File: src/hw/rtl/dmwts_pkg.sv
// Shared types and constants of the direct-mapped write-back tag store.
// No dependencies; imported by every module of the block.
`timescale 1ns / 1ps

package dmwts_pkg;

   // stream payload widths (fields packed from bit 0, padded to bytes)
   localparam int CMD_BITS      = 2;
   localparam int FIELD_BITS    = 32;
   localparam int REQ_DATA_BITS = 40;
   localparam int RSP_DATA_BITS = 136;
   localparam int OP_BITS       = 2;

   // request command codes
   localparam logic [CMD_BITS-1:0] CMD_READ    = 2'd0;
   localparam logic [CMD_BITS-1:0] CMD_WRITE   = 2'd1;
   localparam logic [CMD_BITS-1:0] CMD_INSTALL = 2'd2;

   // decoded operation carried from front to back
   typedef enum logic [OP_BITS-1:0] {
      OP_READ,
      OP_WRITE,
      OP_INSTALL,
      OP_NONE
   } op_type;

   // back-end sequencer
   typedef enum logic [1:0] {
      BK_CLEAR,
      BK_IDLE,
      BK_UPDATE
   } back_state_type;

endpackage

File: src/hw/rtl/dmwts_front.sv
// Front end: takes requests, splits the address into set and tag, decodes the command.
// Uses dmwts_pkg; feeds dmwts_queue.
`timescale 1ns / 1ps

module dmwts_front #(
   parameter int BLOCK_BYTES  = 64,
   parameter int SET_COUNT    = 256,
   parameter int ADDRESS_BITS = 32
) (
   input  logic                              clock,
   input  logic                              reset,
   input  logic                              enable,
   input  logic                              req_tvalid,
   output logic                              req_tready,
   input  logic [dmwts_pkg::REQ_DATA_BITS-1:0] req_tdata,
   output logic                              push_valid,
   input  logic                              push_ready,
   output logic [dmwts_pkg::OP_BITS + ((((ADDRESS_BITS < 32) ? ADDRESS_BITS : 32)
                 - $clog2(BLOCK_BYTES) - $clog2(SET_COUNT)) < 1 ? 1 :
                 (((ADDRESS_BITS < 32) ? ADDRESS_BITS : 32)
                 - $clog2(BLOCK_BYTES) - $clog2(SET_COUNT))) + $clog2(SET_COUNT) - 1:0]
                                             push_data
);
   import dmwts_pkg::*;

   localparam int OFFSET_BITS  = $clog2(BLOCK_BYTES);
   localparam int INDEX_BITS   = $clog2(SET_COUNT);
   localparam int EFF_BITS     = (ADDRESS_BITS < 32) ? ADDRESS_BITS : 32;
   localparam int TAG_RAW_BITS = EFF_BITS - OFFSET_BITS - INDEX_BITS;
   localparam int TAG_BITS     = (TAG_RAW_BITS < 1) ? 1 : TAG_RAW_BITS;
   localparam int ENTRY_BITS   = OP_BITS + TAG_BITS + INDEX_BITS;
   localparam logic [FIELD_BITS-1:0] ADDR_MASK = (ADDRESS_BITS >= 32) ? 32'hFFFF_FFFF :
                                   32'((64'd1 << ADDRESS_BITS) - 64'd1);

   logic [CMD_BITS-1:0]   cmd;
   logic [FIELD_BITS-1:0] eff_addr;
   logic [FIELD_BITS-1:0] tag_wide;
   logic [INDEX_BITS-1:0] set_idx;
   logic [TAG_BITS-1:0]   tag;
   op_type                op;
   logic                  take;

   logic                  front_valid_ff, front_valid_in;
   logic [ENTRY_BITS-1:0] front_entry_ff, front_entry_in;

   // address split and command decode
   always_comb begin
      cmd      = req_tdata[CMD_BITS-1:0];
      eff_addr = req_tdata[CMD_BITS +: FIELD_BITS] & ADDR_MASK;
      set_idx  = eff_addr[OFFSET_BITS +: INDEX_BITS];
      tag_wide = eff_addr >> (OFFSET_BITS + INDEX_BITS);
      tag      = tag_wide[TAG_BITS-1:0];
      case (cmd)
         CMD_READ:    op = OP_READ;
         CMD_WRITE:   op = OP_WRITE;
         CMD_INSTALL: op = OP_INSTALL;
         default:     op = OP_NONE;
      endcase
   end

   // one holding stage in front of the queue
   assign req_tready = enable && (!front_valid_ff || push_ready);
   assign take       = req_tvalid && req_tready;
   assign push_valid = front_valid_ff;
   assign push_data  = front_entry_ff;

   always_comb begin
      front_valid_in = front_valid_ff;
      front_entry_in = front_entry_ff;
      if (take) begin
         front_valid_in = 1'b1;
         front_entry_in = {op, tag, set_idx};
      end else if (push_ready) begin
         front_valid_in = 1'b0;
      end
   end

   always_ff @(posedge clock) begin
      if (reset) begin
         front_valid_ff <= 1'b0;
      end else begin
         front_valid_ff <= front_valid_in;
      end
   end

   always_ff @(posedge clock) begin
      front_entry_ff <= front_entry_in;
   end

endmodule

File: config.mk
export PLATFORM = sky130hd
export DESIGN_NAME = dmwts_front
export DESIGN_NICKNAME = d
export VERILOG_FILES = /design/src/hw/rtl/dmwts_pkg.sv /design/src/hw/rtl/dmwts_front.sv
export SDC_FILE = /design/constraint.sdc
export NUM_CORES = 1
export LEC_CHECK = 0
export ABC_AREA = 1
export BUFFER_PORTS_ARGS = -buffer_cell sky130_fd_sc_hd__buf_2
export CORE_AREA = 8 8 63 54
export CTS_CLUSTER_DIAMETER = 100
export CTS_CLUSTER_SIZE = 25
export DETAILED_ROUTE_END_ITERATION = 12
export DIE_AREA = 0 0 71 62
export PLACE_DENSITY = 0.92
export SYNTH_ARGS = -nofsm -noshare
export SYNTH_HDL_FRONTEND = slang
export SYNTH_SLANG_ARGS = --single-unit
export TNS_END_PERCENT = 30
File: constraint.sdc
create_clock -name clock -period 3.4 [get_ports clock]
set_input_delay 0.17 -clock clock [delete_from_list [all_inputs] [get_ports clock]]
set_output_delay 0.17 -clock clock [all_outputs]
set_load 0.01 [all_outputs]
==> results.json <==
{
  "multi_input_area_um2": 38.8,
  "fin_crit_sh_pct": 44.7,
  "ff_latch_area_um2": 861,
  "synth_cell_types": 10,
  "routedWlPerCell_um": 16.0,
  "critPathTopFamily": "simple AND/OR/NAND/NOR gates",
  "combPwrFrac_pct": 8.7,
  "die-area_um2": 4400,
  "placed_area_um2": 1270,
  "min_period_ns": 1.52,
  "max_cap_viol_count": 0,
  "diodes": 0,
  "switching_power_uw": 145,
  "fin_area_um2": 1450,
  "htree_levels": 2,
  "tritoncts": "yes",
  "root_buffer": "clkbuf_4",
  "cts.sinks": 29,
  "track_usage_pct": 10.3,
  "vias": 646,
  "timing.fmax_mhz": 658,
  "ios": 75,
  "syn-cell-area_um2": 923,
  "yosys-top-cells-area": "edfxtp_1, dfxtp_1, inv_1",
  "synth_warnings": 0,
  "wirelength_um": 2370,
  "worst_pin_slew_ns": 0.473,
  "syn_avg_cell_area_um2": 22.0,
  "first_pass_iters": 2,
  "hp-class": "in -> reg",
  "cts_buffer_depth": 2,
  "max_slew_margin_pct": 68.4,
  "synth_nets": 87,
  "globalplace.congestion": 0.685,
  "worstPathMaxFanout": 19,
  "clkTransAtPathRegs_ns": 0.09,
  "synth_top_area_share_pct": 91.1,
  "clkLatencyLatePin_ns": 0.31,
  "internal-power_uw": 597,
  "seqPwrFrac_pct": 55.7,
  "switching_share_pct": 19.6,
  "yosysTopAreaCell": "edfxtp_1",
  "leakage_uw": 0.000653,
  "layout_common_cells": "buf_2, edfxtp_1, dlygate4sd3_1",
  "worstSetupEndpointType": "register",
  "ir_drop_mv": 0.247,
  "die_h_um": 62,
  "finalHoldViolCount": 0,
  "cpPeakStageDelay_ns": 0.37,
  "p_clk_share_pct": 35.7,
  "coreArea_um2": 2360,
  "nFillCells": 191,
  "grt_pass1_vias": 743,
  "grt_max_degree": 20,
  "drive_gt1_share_pct": 62.0,
  "required_ns": 3.40,
  "row_count": 16,
  "drtIter0Drc": 14,
  "yosys_register_bits": 29,
  "p_per_area_nw_per_um2": 512,
  "dp_hpwl_um": 1770,
  "antenna_found_initial": 0,
  "grt-ovfl-total": 0,
  "die_width_um": 71,
  "start_kind": "register",
  "crit_chain": "nand2_2 -> inv_2 -> nor3_4 -> buf_4",
  "maxSlewViolCount": 0,
  "grt_pass1_wl_um": 3150,
  "critPathKind": "reg -> reg",
  "worst_ep_arrival_time_ns": 1.51,
  "layout.cells.most_common": "buf_2",
  "nets": 165,
  "yosysSeqAreaShare_pct": 93.2,
  "path_buf_inv": 2,
  "io_buffers": 62,
  "ant_nets": 0,
  "rsz0062_at_grt": "false",
  "drc": 0,
  "viasPerCell": 4.36,
  "finalSetupTns_ns": 0,
  "initial_utilization_pct": 39.1,
  "area_delta_synth_final_pct": 57.0,
  "fin_skew_ns": 0.00857,
  "status": "finished, final reports clean",
  "finalSetupViolCount": 0,
  "syn_inst": 42,
  "cts_buffers": 5,
  "cp_slowest_cell": "nor3_4"
}
power by group through the flow:
| stage | sequential (uW) | combinational (uW) | clock, uW |
|---|---|---|---|
| 2_1_floorplan | 430 | 10.5 | 0 |
| 3_3_place_gp | 421 | 53.0 | 0 |
| 3_5_place_dp | 422 | 55.5 | 0 |
| 4_1_cts | 413 | 55.6 | 274 |
| 5_1_grt | 415 | 69.9 | 288 |
| 6_report | 413 | 64.2 | 265 |
repair_timing:
item	4_1_cts	5_1_grt
setup endpoints to repair	0	0
gates resized for setup	0	0
setup buffers	0	0
endpoints found under the hold margin	0	10
hold buffers	0	10
metal layers:
layer	wire length (um)	track usage (%)	vias up
met4	39	7.96	0
met5	0	0	-
met2	1190	17.9	43
met3	378	8.49	5
met1	759	7.26	295
li1	-	-	303
path summary, 6_finish.rpt:
kind,from,end,slack (ns),cells past startpoint
setup / recovery,push_valid$_SDFFE_PP0P_,push_data[7]$_DFFE_PP_,1.88,4
hold / removal,req_tdata[27],push_data[19]$_DFFE_PP_,0.03,1
setup reg to reg,push_valid$_SDFFE_PP0P_,push_data[7]$_DFFE_PP_,1.88,4
hold reg to reg,push_valid$_SDFFE_PP0P_,push_valid$_SDFFE_PP0P_,0.60,4
registers in the layout, summed over array words and instances (netlist names):
signal      count
push_data      28
push_valid      1
area by class of cell:
type	instances	share of cell area, %
Clock buffer	6	2.85
Multi-Input combinational cell	5	2.67
Sequential cell	29	59.4
Clock inverter	2	2.42
Inverter	6	1.55
Tap cell	27	2.33
Timing Repair Buffer	73	28.8
cells in the mapped netlist (all sizes together):
| library cell | count |
|---|---|
| clkbuf | 2 |
| dfxtp | 1 |
| edfxtp | 28 |
| inv | 6 |
| nand2 | 2 |
| nor2 | 1 |
| nor3 | 1 |
| o21ai | 1 |
through the flow:
stage	hold slack (ns)	utilization (%)	worst slack (ns)	total power, uW	std cells
4_1_cts	0.00433	57.2	1.87	743	138
6_report	0.0317	61.4	1.88	742	148
5_1_grt	0.00620	61.4	1.77	773	148
3_3_place_gp	0.346	53.9	1.96	474	130
3_5_place_dp	0.348	53.9	1.89	477	130
2_1_floorplan	0.269	-	1.43	441	42
cell families (layout without fill, tap and decap cells):
group / count (synthesis) / in the layout / synth area share (%)
AOI/OAI and AO/OA: 1 / 1 / 0.949
buffers and inverters: 8 / 87 / 3.25
DFF: 29 / 29 / 93.2
and+or+nand+nor: 4 / 4 / 2.57
Note: power is estimated with default switching activity, not from simulation.
