File: config.mk
export PLATFORM = sky130hd
export DESIGN_NAME = dmwts_queue
export DESIGN_NICKNAME = d
export VERILOG_FILES = /design/src/hw/rtl/dmwts_pkg.sv /design/src/hw/rtl/dmwts_queue.sv
export SDC_FILE = /design/constraint.sdc
export NUM_CORES = 1
export LEC_CHECK = 0
export BUFFER_PORTS_ARGS = -buffer_cell sky130_fd_sc_hd__buf_4
export CAP_MARGIN = 20
export CORE_UTILIZATION = 55
export DETAILED_ROUTE_END_ITERATION = 6
export PLACE_DENSITY = 0.83
export SYNTH_ARGS = -nofsm -noshare
export SYNTH_HDL_FRONTEND = slang
export SYNTH_SLANG_ARGS = --single-unit
File: constraint.sdc
create_clock -name clock -period 2.9 [get_ports clock]
set_input_delay 0.435 -clock clock [delete_from_list [all_inputs] [get_ports clock]]
set_output_delay 0.435 -clock clock [all_outputs]
set_load 0.01 [all_outputs]
File: src/hw/rtl/dmwts_pkg.sv
// Shared types and constants of the direct-mapped write-back tag store.
// No dependencies; imported by every module of the block.
`timescale 1ns / 1ps

package dmwts_pkg;

   // stream payload widths (fields packed from bit 0, padded to bytes)
   localparam int CMD_BITS      = 2;
   localparam int FIELD_BITS    = 32;
   localparam int REQ_DATA_BITS = 40;
   localparam int RSP_DATA_BITS = 136;
   localparam int OP_BITS       = 2;

   // request command codes
   localparam logic [CMD_BITS-1:0] CMD_READ    = 2'd0;
   localparam logic [CMD_BITS-1:0] CMD_WRITE   = 2'd1;
   localparam logic [CMD_BITS-1:0] CMD_INSTALL = 2'd2;

   // decoded operation carried from front to back
   typedef enum logic [OP_BITS-1:0] {
      OP_READ,
      OP_WRITE,
      OP_INSTALL,
      OP_NONE
   } op_type;

   // back-end sequencer
   typedef enum logic [1:0] {
      BK_CLEAR,
      BK_IDLE,
      BK_UPDATE
   } back_state_type;

endpackage

File: src/hw/rtl/dmwts_queue.sv
// Two-entry queue between the front end and the back end.
// Uses dmwts_pkg for nothing but house style; width comes from DATA_BITS.
`timescale 1ns / 1ps

module dmwts_queue #(
   parameter int DATA_BITS = 28
) (
   input  logic                 clock,
   input  logic                 reset,
   input  logic                 push_valid,
   output logic                 push_ready,
   input  logic [DATA_BITS-1:0] push_data,
   output logic                 pop_valid,
   input  logic                 pop_ready,
   output logic [DATA_BITS-1:0] pop_data
);
   import dmwts_pkg::*;

   logic [DATA_BITS-1:0] slot_ff [2];
   logic                 wr_ptr_ff, wr_ptr_in;
   logic                 rd_ptr_ff, rd_ptr_in;
   logic [1:0]           count_ff, count_in;
   logic                 do_push;
   logic                 do_pop;

   assign push_ready = (count_ff != 2'd2);
   assign pop_valid  = (count_ff != 2'd0);
   assign pop_data   = slot_ff[rd_ptr_ff];
   assign do_push    = push_valid && push_ready;
   assign do_pop     = pop_valid && pop_ready;

   // pointer and fill bookkeeping
   always_comb begin
      wr_ptr_in = do_push ? ~wr_ptr_ff : wr_ptr_ff;
      rd_ptr_in = do_pop ? ~rd_ptr_ff : rd_ptr_ff;
      count_in  = count_ff;
      if (do_push && !do_pop) begin
         count_in = count_ff + 2'd1;
      end else if (do_pop && !do_push) begin
         count_in = count_ff - 2'd1;
      end
   end

   always_ff @(posedge clock) begin
      if (reset) begin
         wr_ptr_ff <= 1'b0;
         rd_ptr_ff <= 1'b0;
         count_ff  <= 2'd0;
      end else begin
         wr_ptr_ff <= wr_ptr_in;
         rd_ptr_ff <= rd_ptr_in;
         count_ff  <= count_in;
      end
   end

   // storage
   always_ff @(posedge clock) begin
      if (do_push) begin
         slot_ff[wr_ptr_ff] <= push_data;
      end
   end

endmodule

==> results.txt, run 1 <==
CP delay by family, top - buffers and inverters
Slew HR - 75.3%
Synth Instances - 111
FF+latch count, synth - 61
Post-route cell area - 2930 µm²
Avg Cell Area, Syn - 20.2 µm²
Fin Hold WS - 302 ps
Hold Vio Cnt, Final - 0
CTS Root Cell - clkbuf_8
CTS buffer count - 9
Largest net degree at the start of global routing - 29
Max frequency - 0.477 GHz
# rows - 22
Leak Pwr - 1.12 nW
Worst-Margin Slew - 371 ps
Hold Startpoint - push_data[11]
MaxCap Viol Count - 0
DRC marker count from the first detailed-route iteration - 40
Clock Path Buffers - 2
Warnings, synthesis - 0
Routed wire length - 3.62 mm
CTS sink count - 61
Grt total ovfl - 0
Max stage delay cell, worst path - dfxtp_1
Worst r2r src - count_ff[0]
Pwr per Cell Area - 847 nW/µm²
Most common library cells after synthesis - 56 x edfxtp_1, 28 x mux2_2, 5 x dfxtp_1, 3 x nor2_1, 3 x xor2_1
Final setup vio count - 0
WP buf/inv - 2
Reg2reg end - count_ff[1]
Initial antenna violation count - 0
Filler instances - 230
Top-count cell post-synth - edfxtp_1
Cell mode on critical path - buf_4
Worst R2R Path Depth - 5
Place WS - 1120 ps
Seq/Total Area, Yosys - 79.6%
CP Depth - 3
Final ANT Viol Nets - 0
Status - complete, no violations
CP Cell Sequence - buf_4, mux2_2, buf_4
Net total in the final layout - 216
Post-Syn Nets - 144
Final HPWL DP - 2.46 mm
Reg-to-reg slack, setup - 1220 ps
CP Capture Type - output pin
Setup TNS - 0 ps
Number of flops mapped to enable cells by yosys - 56
Wire length per cell - 15.5 µm
Post-synth ARST share - 0%
Max-slew violation count - 0
Setup ws final - 805 ps
Clock Skews - 4.86 ps
Hold path cells - 1
Area of the die - 4330 µm²
Post-Syn Area - 2240 µm²
Area growth syn-to-layout - 30.7%
Top Ports - 62
Routability Congestion - 0.646
Synth top area share - 75.1%
Share of cells above drive strength 1 - 56.8%
Drt via density - 5.07
Cell accounting for the most synthesized area - edfxtp_1
IO Port Bufs - 61
Primary FF master, synth - edfxtp_1
First-pass GRT wire length - 5.60 mm
Core area - 3770 µm²
Total power - 2.48 mW
Peak supply drop - 0.605 mV
DRC errors left - 0
Latest clock arrival within the worst-skew pair - 320 ps
CTS resizes - 0
Util after Layout - 77.6%
Die H - 65.8 µm
Placed insts - 220
Fin crit share - 72.2%
Non-filler cells, final - 233
TritonCTS clock tree - yes
Critical path launch point type - flip-flop
Count of cell types in the netlist - 18
Hold-fix buffers, CTS - 0
Gr usage total - 19.0%
Worst min-delay path endpoint - slot_ff[0][11]
Die width - 65.8 µm
Post-layout min period - 2100 ps
Worst path arrival time - 1660 ps
Placed cell areas - 2760 µm²
Clk pin slew, worst setup/hold paths - 60 ps
Vias - 1182
First-pass DRT Iterations - 4
Critical path fanouts, max - 23
CP peak stage delay - 450 ps
Post-CTS Setup Inserts - 0
RSZ-0062 raised after global routing - false
Worst Hold Class - in -> reg
Vias in the first global route - 1249
Antenna Cells - 0
Data required, critical path - 2470 ps
Initial cell density of the core - 59.4%
H-tree levels - 3
Critical setup path kind - reg -> out
Largest cells by area after synthesis - edfxtp_1 75%, mux2_2 14%, dfxtp_1 4.5%
==> per-layer routing <==
metal  vias to the layer above  GRT usage, %  share of wire, %
met1                       570          21.8                40
met4                         0          10.6              0.91
li1                        572             -                 -
met5                         -             0                 0
met3                         4          6.38               5.5
met2                        36          31.0                54
==> final cells by class <==
cell class / instances / area [µm²] / area share, %
Sequential cell: 61 / 1780 / 60.9
Timing Repair Buffer: 64 / 480 / 16.4
Multi-Input combinational cell: 46 / 434 / 14.8
Clock buffer: 9 / 124 / 4.23
Tap cell: 48 / 60.1 / 2.05
Clock inverter: 4 / 42.5 / 1.45
Inverter: 1 / 3.75 / 0.128
==> cells by family (layout without fill, tap and decap cells) <==
kind of cell	after synthesis	after routing	share of synthesized area [%]
XOR/XNOR	3	3	1.17
multiplexers	28	28	14.1
flip-flops	61	61	79.6
AO/OA/AOI/OAI	5	5	1.34
AND/OR/NAND/NOR	9	9	2.24
adder cells (fa/ha/maj)	1	1	0.559
buffers and inverters	4	78	1.06
==> sequential cells by signal, indices dropped and copies added, names as in the netlist, named ones only <==
| register | cells |
|---|---|
| count_ff | 2 |
| slot_ff | 56 |
| wr_ptr_ff | 1 |
| rd_ptr_ff | 1 |
==> placed cells by master, fill, tap and decap left out <==
cell type	count
a21bo_2	1
a21oi_1	2
and2_1	1
and3_1	1
buf_4	64
bufinv_16	1
clkbuf_8	9
clkinv_1	2
clkinv_2	1
dfxtp_1	5
edfxtp_1	56
ha_1	1
inv_1	1
mux2_2	28
nand2b_1	1
nand3b_1	1
nor2_1	3
o21ai_0	2
or2_2	1
or3_1	1
xor2_1	3
==> power by group <==
| part | internal (mW) | switching (mW) | total (mW) | leakage [nW] |
|---|---|---|---|---|
| Sequential | 1.10 | 0.0495 | 1.15 | 0.564 |
| Clock | 0.374 | 0.270 | 0.644 | 0.0859 |
| Combinational | 0.369 | 0.312 | 0.681 | 0.472 |
==> how the worst max path moves through the flow <==
stage / from / end / slack (ps)
floorplan: count_ff[0] / slot_ff[1][0] / 1130
global placement: flip-flop / pop_data[25] / 1170
detailed placement: flip-flop / pop_data[25] / 1120
CTS: flip-flop / pop_data[25] / 770
global route: flip-flop / pop_data[17] / 730
finish: flip-flop / pop_data[17] / 800
No activity file was read; power rests on OpenSTA's default activity.
==> run 2: changes to the inputs <==
--- a/config.mk
+++ b/config.mk
@@ -7,9 +7,9 @@
 export LEC_CHECK = 0
 export BUFFER_PORTS_ARGS = -buffer_cell sky130_fd_sc_hd__buf_4
 export CAP_MARGIN = 20
-export CORE_UTILIZATION = 55
+export CORE_UTILIZATION = 46
 export DETAILED_ROUTE_END_ITERATION = 6
-export PLACE_DENSITY = 0.83
+export PLACE_DENSITY = 0.74
 export SYNTH_ARGS = -nofsm -noshare
 export SYNTH_HDL_FRONTEND = slang
 export SYNTH_SLANG_ARGS = --single-unit
==> constraint.sdc (replaced) <==
create_clock -name clock -period 1.9 [get_ports clock]
set_input_delay 0.285 -clock clock [delete_from_list [all_inputs] [get_ports clock]]
set_output_delay 0.285 -clock clock [all_outputs]
set_load 0.01 [all_outputs]
==> results.txt, run 2 (synthesis results as in run 1) <==
Die width - 71.8 µm (was 65.8 µm)
MaxCap Viol Count - 0 (unchanged)
CP Cell Sequence - buf_4, mux2_2, buf_4 (unchanged)
Placed insts - 229 (was 220)
Filler instances - 367 (was 230)
Vias in the first global route - 1292 (was 1249)
Critical setup path kind - reg -> out (unchanged)
TritonCTS clock tree - yes (unchanged)
RSZ-0062 raised after global routing - false (unchanged)
Critical path launch point type - flip-flop (unchanged)
Max-slew violation count - 0 (unchanged)
Slew HR - 76.4% (was 75.3%)
Routed wire length - 3.99 mm (was 3.62 mm)
Max frequency - 0.583 GHz
Post-CTS Setup Inserts - 0 (unchanged)
Antenna Cells - 0 (unchanged)
First-pass DRT Iterations - 4 (unchanged)
Max stage delay cell, worst path - mux2_2 (was dfxtp_1)
CTS sink count - 61 (unchanged)
FF+latch area - 1780 µm² (unchanged)
Grt total ovfl - 0 (unchanged)
Area growth syn-to-layout - 31.2% (was 30.7%)
Pwr per Cell Area - 1270 nW/µm² (was 847 nW/µm²)
Clock Path Buffers - 2 (unchanged)
Clk pin slew, worst setup/hold paths - 60 ps (about the same)
Area of the die - 5150 µm² (was 4330 µm²)
Setup ws final - 184 ps (was 805 ps)
Commonest non-fill, non-tap cell in the layout - buf_4 (unchanged)
Final setup vio count - 0 (unchanged)
# rows - 25 (was 22)
Vias - 1234 (was 1182)
Clock Skews - 6.42 ps (was 4.86 ps)
Max reg flops - 56 (unchanged)
Cell mode on critical path - buf_4 (unchanged)
Initial antenna violation count - 0 (unchanged)
Drt via density - 5.06 (was 5.07)
CTS buffer count - 9 (unchanged)
CP Capture Type - output pin (unchanged)
Total power - 3.73 mW (was 2.48 mW)
Net total in the final layout - 219 (was 216)
Non-filler cells, final - 244 (was 233)
First-pass GRT wire length - 5.78 mm (was 5.60 mm)
IO Port Bufs - 61 (unchanged)
Worst-Margin Slew - 350 ps (was 371 ps)
Top Ports - 62 (unchanged)
Status - complete, no violations (unchanged)
Setup TNS - 0 ps (unchanged)
Place WS - 265 ps (was 1120 ps)
Worst Hold Class - in -> reg (unchanged)
Post-layout min period - 1720 ps
Hold Vio Cnt, Final - 0 (unchanged)
CP delay by family, top - buffers and inverters (unchanged)
DRC errors left - 0 (unchanged)
H-tree levels - 3 (unchanged)
Reg with most FFs - slot_ff (unchanged)
Fin crit share - 90.3%
Worst path arrival time - 1430 ps (was 1660 ps)
Gr usage total - 16.5% (was 19.0%)
DRC marker count from the first detailed-route iteration - 38 (was 40)
Final HPWL DP - 2.67 mm (was 2.46 mm)
Largest net degree at the start of global routing - 17 (was 29)
Most frequent cells in the layout - 67 x buf_4, 56 x edfxtp_1, 28 x mux2_2 (was 64 x buf_4, 56 x edfxtp_1, 28 x mux2_2)
Largest regs - slot_ff x56, count_ff x2 (unchanged)
CTS resizes - 0 (unchanged)
WP buf/inv - 2 (unchanged)
Wire length per cell - 16.3 µm (was 15.5 µm)
Routability Congestion - 0.719 (was 0.646)
Latest clock arrival within the worst-skew pair - 330 ps (was 320 ps)
Multi-input gate area - 434 µm² (unchanged)
Data required, critical path - 1620 ps (was 2470 ps)
CP peak stage delay - 380 ps (was 450 ps)
Core area - 4690 µm² (was 3770 µm²)
Die H - 71.8 µm (was 65.8 µm)
Initial cell density of the core - 47.7% (was 59.4%)
Leak Pwr - 1.13 nW (was 1.12 nW)
Critical path fanouts, max - 16 (was 23)
Final ANT Viol Nets - 0 (unchanged)
Hold-fix buffers, CTS - 0 (unchanged)
Share of cells above drive strength 1 - 56.3% (was 56.8%)
CTS Root Cell - clkbuf_8 (unchanged)
Peak supply drop - 0.674 mV (was 0.605 mV)
Fin Hold WS - 136 ps (was 302 ps)
run 2: cell count changes in the layout (fill, tap and decap cells not counted), sizes merged:
cell and delta:
bufinv -1, buf +3, clkbuf +2, clkinv +1
run 2: where the power goes:
group / leakage [nW] / switching (mW) / internal (mW)
sequential: 0.564 / 0.0652 / 1.68
clock: 0.0757 / 0.439 / 0.450
combinational: 0.487 / 0.507 / 0.585
total: 1.13 / 1.01 / 2.72
run 2: path summary, 6_finish.rpt:
path / start / to / slack (ps) / cells past startpoint
worst max-delay path: flip-flop / pop_data[23] / 180 / 3
worst max register to register: count_ff[0] / count_ff[1] / 230 / 6
worst min register to register: rd_ptr_ff / rd_ptr_ff / 520 / 2
worst min-delay path: push_data[17] / slot_ff[0][17] / 140 / 1
run 2: final cells by class:
type,count,share of cell area [%]
clock buffer,11,4.47
clock inverter,4,0.554
inverter,1,0.128
multi-input combinational,46,14.8
sequential,61,60.6
tap,54,2.30
timing repair buffer,67,17.1
run 2: per-layer routing:
metal,share of wire (%),GRT usage (%),routed length [µm]
met5,0,0,0
met4,1.9,9.37,77
met3,5.2,7.88,207
met2,56,29.7,2230
met1,37,15.0,1470
run 2: worst register-to-register path: stages, from the launching register on:
cell	delay [ps]
dfxtp_1	360
nand2b_1	220
and2_1	190
ha_1	220
xor2_1	170
or3_1	310
a21oi_1	140
run 2: through the flow:
step	util (%)	area, µm²
5_1_grt	62.6	2940
4_1_cts	62.6	2940
2_1_floorplan	-	2240
6_report	62.6	2940
3_5_place_dp	59.5	2790
3_3_place_gp	59.5	2790
==> run 3: changes to the inputs <==
--- a/config.mk
+++ b/config.mk
@@ -7,9 +7,10 @@
 export LEC_CHECK = 0
 export BUFFER_PORTS_ARGS = -buffer_cell sky130_fd_sc_hd__buf_4
 export CAP_MARGIN = 20
-export CORE_UTILIZATION = 46
+export CORE_UTILIZATION = 48
+export CTS_BUF_LIST = sky130_fd_sc_hd__clkbuf_4
 export DETAILED_ROUTE_END_ITERATION = 6
-export PLACE_DENSITY = 0.74
+export PLACE_DENSITY = 0.77
 export SYNTH_ARGS = -nofsm -noshare
 export SYNTH_HDL_FRONTEND = slang
 export SYNTH_SLANG_ARGS = --single-unit
==> constraint.sdc (replaced) <==
create_clock -name clock -period 1.9 [get_ports clock]
set_input_delay 0.095 -clock clock [delete_from_list [all_inputs] [get_ports clock]]
set_output_delay 0.095 -clock clock [all_outputs]
set_load 0.01 [all_outputs]
==> results.txt, run 3 (synthesis results as in run 1) <==
Worst Setup SP - count_ff[0]
CP Cell Sequence - nand2b_1, and2_1, ha_1, xor2_1, or3_1, a21oi_1 (was buf_4, mux2_2, buf_4)
Met1 GRT Util - 21.4% (was 15.0%)
Share of cells above drive strength 1 - 51.1% (was 56.3%)
Reg with most FFs - slot_ff (unchanged)
CTS sink count - 61 (unchanged)
Final ANT Viol Nets - 0 (unchanged)
Final HPWL DP - 2.62 mm (was 2.67 mm)
Vias - 1340 (was 1234)
First-pass GRT wire length - 6.54 mm (was 5.78 mm)
Max frequency - 0.589 GHz (was 0.583 GHz)
Core area - 4410 µm² (was 4690 µm²)
Area growth syn-to-layout - 46.4% (was 31.2%)
Pwr per Cell Area - 1230 nW/µm² (was 1270 nW/µm²)
CTS Root Cell - clkbuf_4 (was clkbuf_8)
CTS buffer count - 9 (unchanged)
IO Port Bufs - 61 (unchanged)
Grt total ovfl - 0 (unchanged)
MaxCap Viol Count - 0 (unchanged)
Filler instances - 284 (was 367)
M2 GR Usage - 31.0% (was 29.7%)
Drt via density - 4.91 (was 5.06)
Post-layout min period - 1700 ps (was 1720 ps)
Wire length per cell - 15.4 µm (was 16.3 µm)
Fin crit share - 89.4% (was 90.3%)
Placed cell areas - 2790 µm² (about the same)
Clock Path Buffers - 2 (unchanged)
Worst-Margin Slew - 277 ps (was 350 ps)
Final setup vio count - 0 (unchanged)
DRC marker count from the first detailed-route iteration - 91 (was 38)
Clk pin slew, worst setup/hold paths - 110 ps (was 60 ps)
GRT met3 Usage - 5.19% (was 7.88%)
Max reg flops - 56 (unchanged)
Peak supply drop - 0.963 mV (was 0.674 mV)
Setup TNS - 0 ps (unchanged)
Critical path launch point type - flip-flop (unchanged)
Commonest non-fill, non-tap cell in the layout - buf_4 (unchanged)
GR peak layer - met2 (unchanged)
Vias in the first global route - 1386 (was 1292)
RSZ-0062 raised after global routing - false (unchanged)
Largest net degree at the start of global routing - 21 (was 17)
Routability Congestion - 0.683 (was 0.719)
Antenna Cells - 0 (unchanged)
Max-slew violation count - 0 (unchanged)
Critical path fanouts, max - 5 (was 16)
Post-CTS Setup Inserts - 0 (unchanged)
First-pass DRT Iterations - 4 (unchanged)
Hold Vio Cnt, Final - 0 (unchanged)
Initial antenna violation count - 0 (unchanged)
Placed insts - 227 (was 229)
Net total in the final layout - 249 (was 219)
Die width - 70.3 µm (was 71.8 µm)
Status - complete, no violations (unchanged)
Worst r2r src - count_ff[0] (unchanged)
Largest regs - slot_ff x56, count_ff x2 (unchanged)
Routed wire length - 4.21 mm (was 3.99 mm)
Leak Pwr - 1.27 nW (was 1.13 nW)
Post-route cell area - 3280 µm² (was 2940 µm²)
Die H - 70.3 µm (was 71.8 µm)
Non-filler cells, final - 273 (was 244)
CP peak stage delay - 380 ps (about the same)
Gr usage total - 18.4% (was 16.5%)
CTS resizes - 0 (unchanged)
Clock Skews - 12.8 ps (was 6.42 ps)
Critical setup path kind - reg -> reg (was reg -> out)
DRC errors left - 0 (unchanged)
Latest clock arrival within the worst-skew pair - 390 ps (was 330 ps)
TritonCTS clock tree - yes (unchanged)
Max stage delay cell, worst path - dfxtp_1 (was mux2_2)
Initial cell density of the core - 50.7% (was 47.7%)
CP Capture Type - flip-flop (was output pin)
Slew HR - 81.4% (was 76.4%)
Area of the die - 4940 µm² (was 5150 µm²)
Most frequent cells in the layout - 67 x buf_4, 56 x edfxtp_1, 30 x dlygate4sd3_1 (was 67 x buf_4, 56 x edfxtp_1, 28 x mux2_2)
Worst Hold Class - in -> reg (unchanged)
Top Ports - 62 (unchanged)
H-tree levels - 3 (unchanged)
# rows - 24 (was 25)
Hold Startpoint - pop_ready (was push_data[17])
Worst path arrival time - 2020 ps (was 1430 ps)
Data required, critical path - 2230 ps (was 1620 ps)
==> run 3: stage by stage <==
| step | power, mW | setup WS (ps) | utilization (%) | hold slack, ps |
|---|---|---|---|---|
| after detailed placement | 2.87 | 258 | 63.2 | 283 |
| after global routing | 4.22 | 119 | 74.3 | 156 |
| after global placement | 2.82 | 345 | 63.2 | 280 |
| final | 4.05 | 202 | 74.3 | 137 |
| after CTS | 4.08 | 220 | 74.3 | 114 |
| after floorplan | 2.37 | 131 | - | 164 |
==> run 3: report_power, final <==
group	internal, mW	total [mW]	switching [mW]	leakage (nW)
clock network	0.672	1.16	0.490	0.0928
logic	0.624	1.14	0.517	0.613
registers	1.68	1.74	0.0643	0.564
==> run 3: worst max-delay path, delay by kind of cell (launching register included) <==
kind / cells / cell delay (ps)
compound gates: 1 / 170
simple gates: 3 / 730
fa+ha+maj: 1 / 200
xor+xnor: 1 / 160
flops: 1 / 380
==> run 3: worst paths after layout <==
check	to	slack (ps)	depth (start not counted)
setup / recovery	count_ff[1]	200	6
hold reg to reg	rd_ptr_ff	530	2
setup reg to reg	count_ff[1]	200	6
hold / removal	rd_ptr_ff	140	4
==> run 3: layer usage <==
metal,vias to the layer above,share of wire (%)
li1,642,-
met3,8,4.7
met2,49,52
met1,641,41
met4,0,2.4
met5,-,0
==> run 3: cell type report <==
class                      instances  area (µm²)  area share (%)
clock buffer                       9        67.6            2.06
clock inverter                     7         123            3.74
inverter                           1        3.75           0.115
multi-input combinational         46         434            13.2
sequential                        61        1780            54.4
tap                               52        65.1            1.98
timing repair buffer              97         803            24.5
==> run 3: repair_timing <==
item                                    CTS  global route
hold buffers                             30             0
hold endpoints to repair                 61             0
endpoints found under the setup margin    0             0
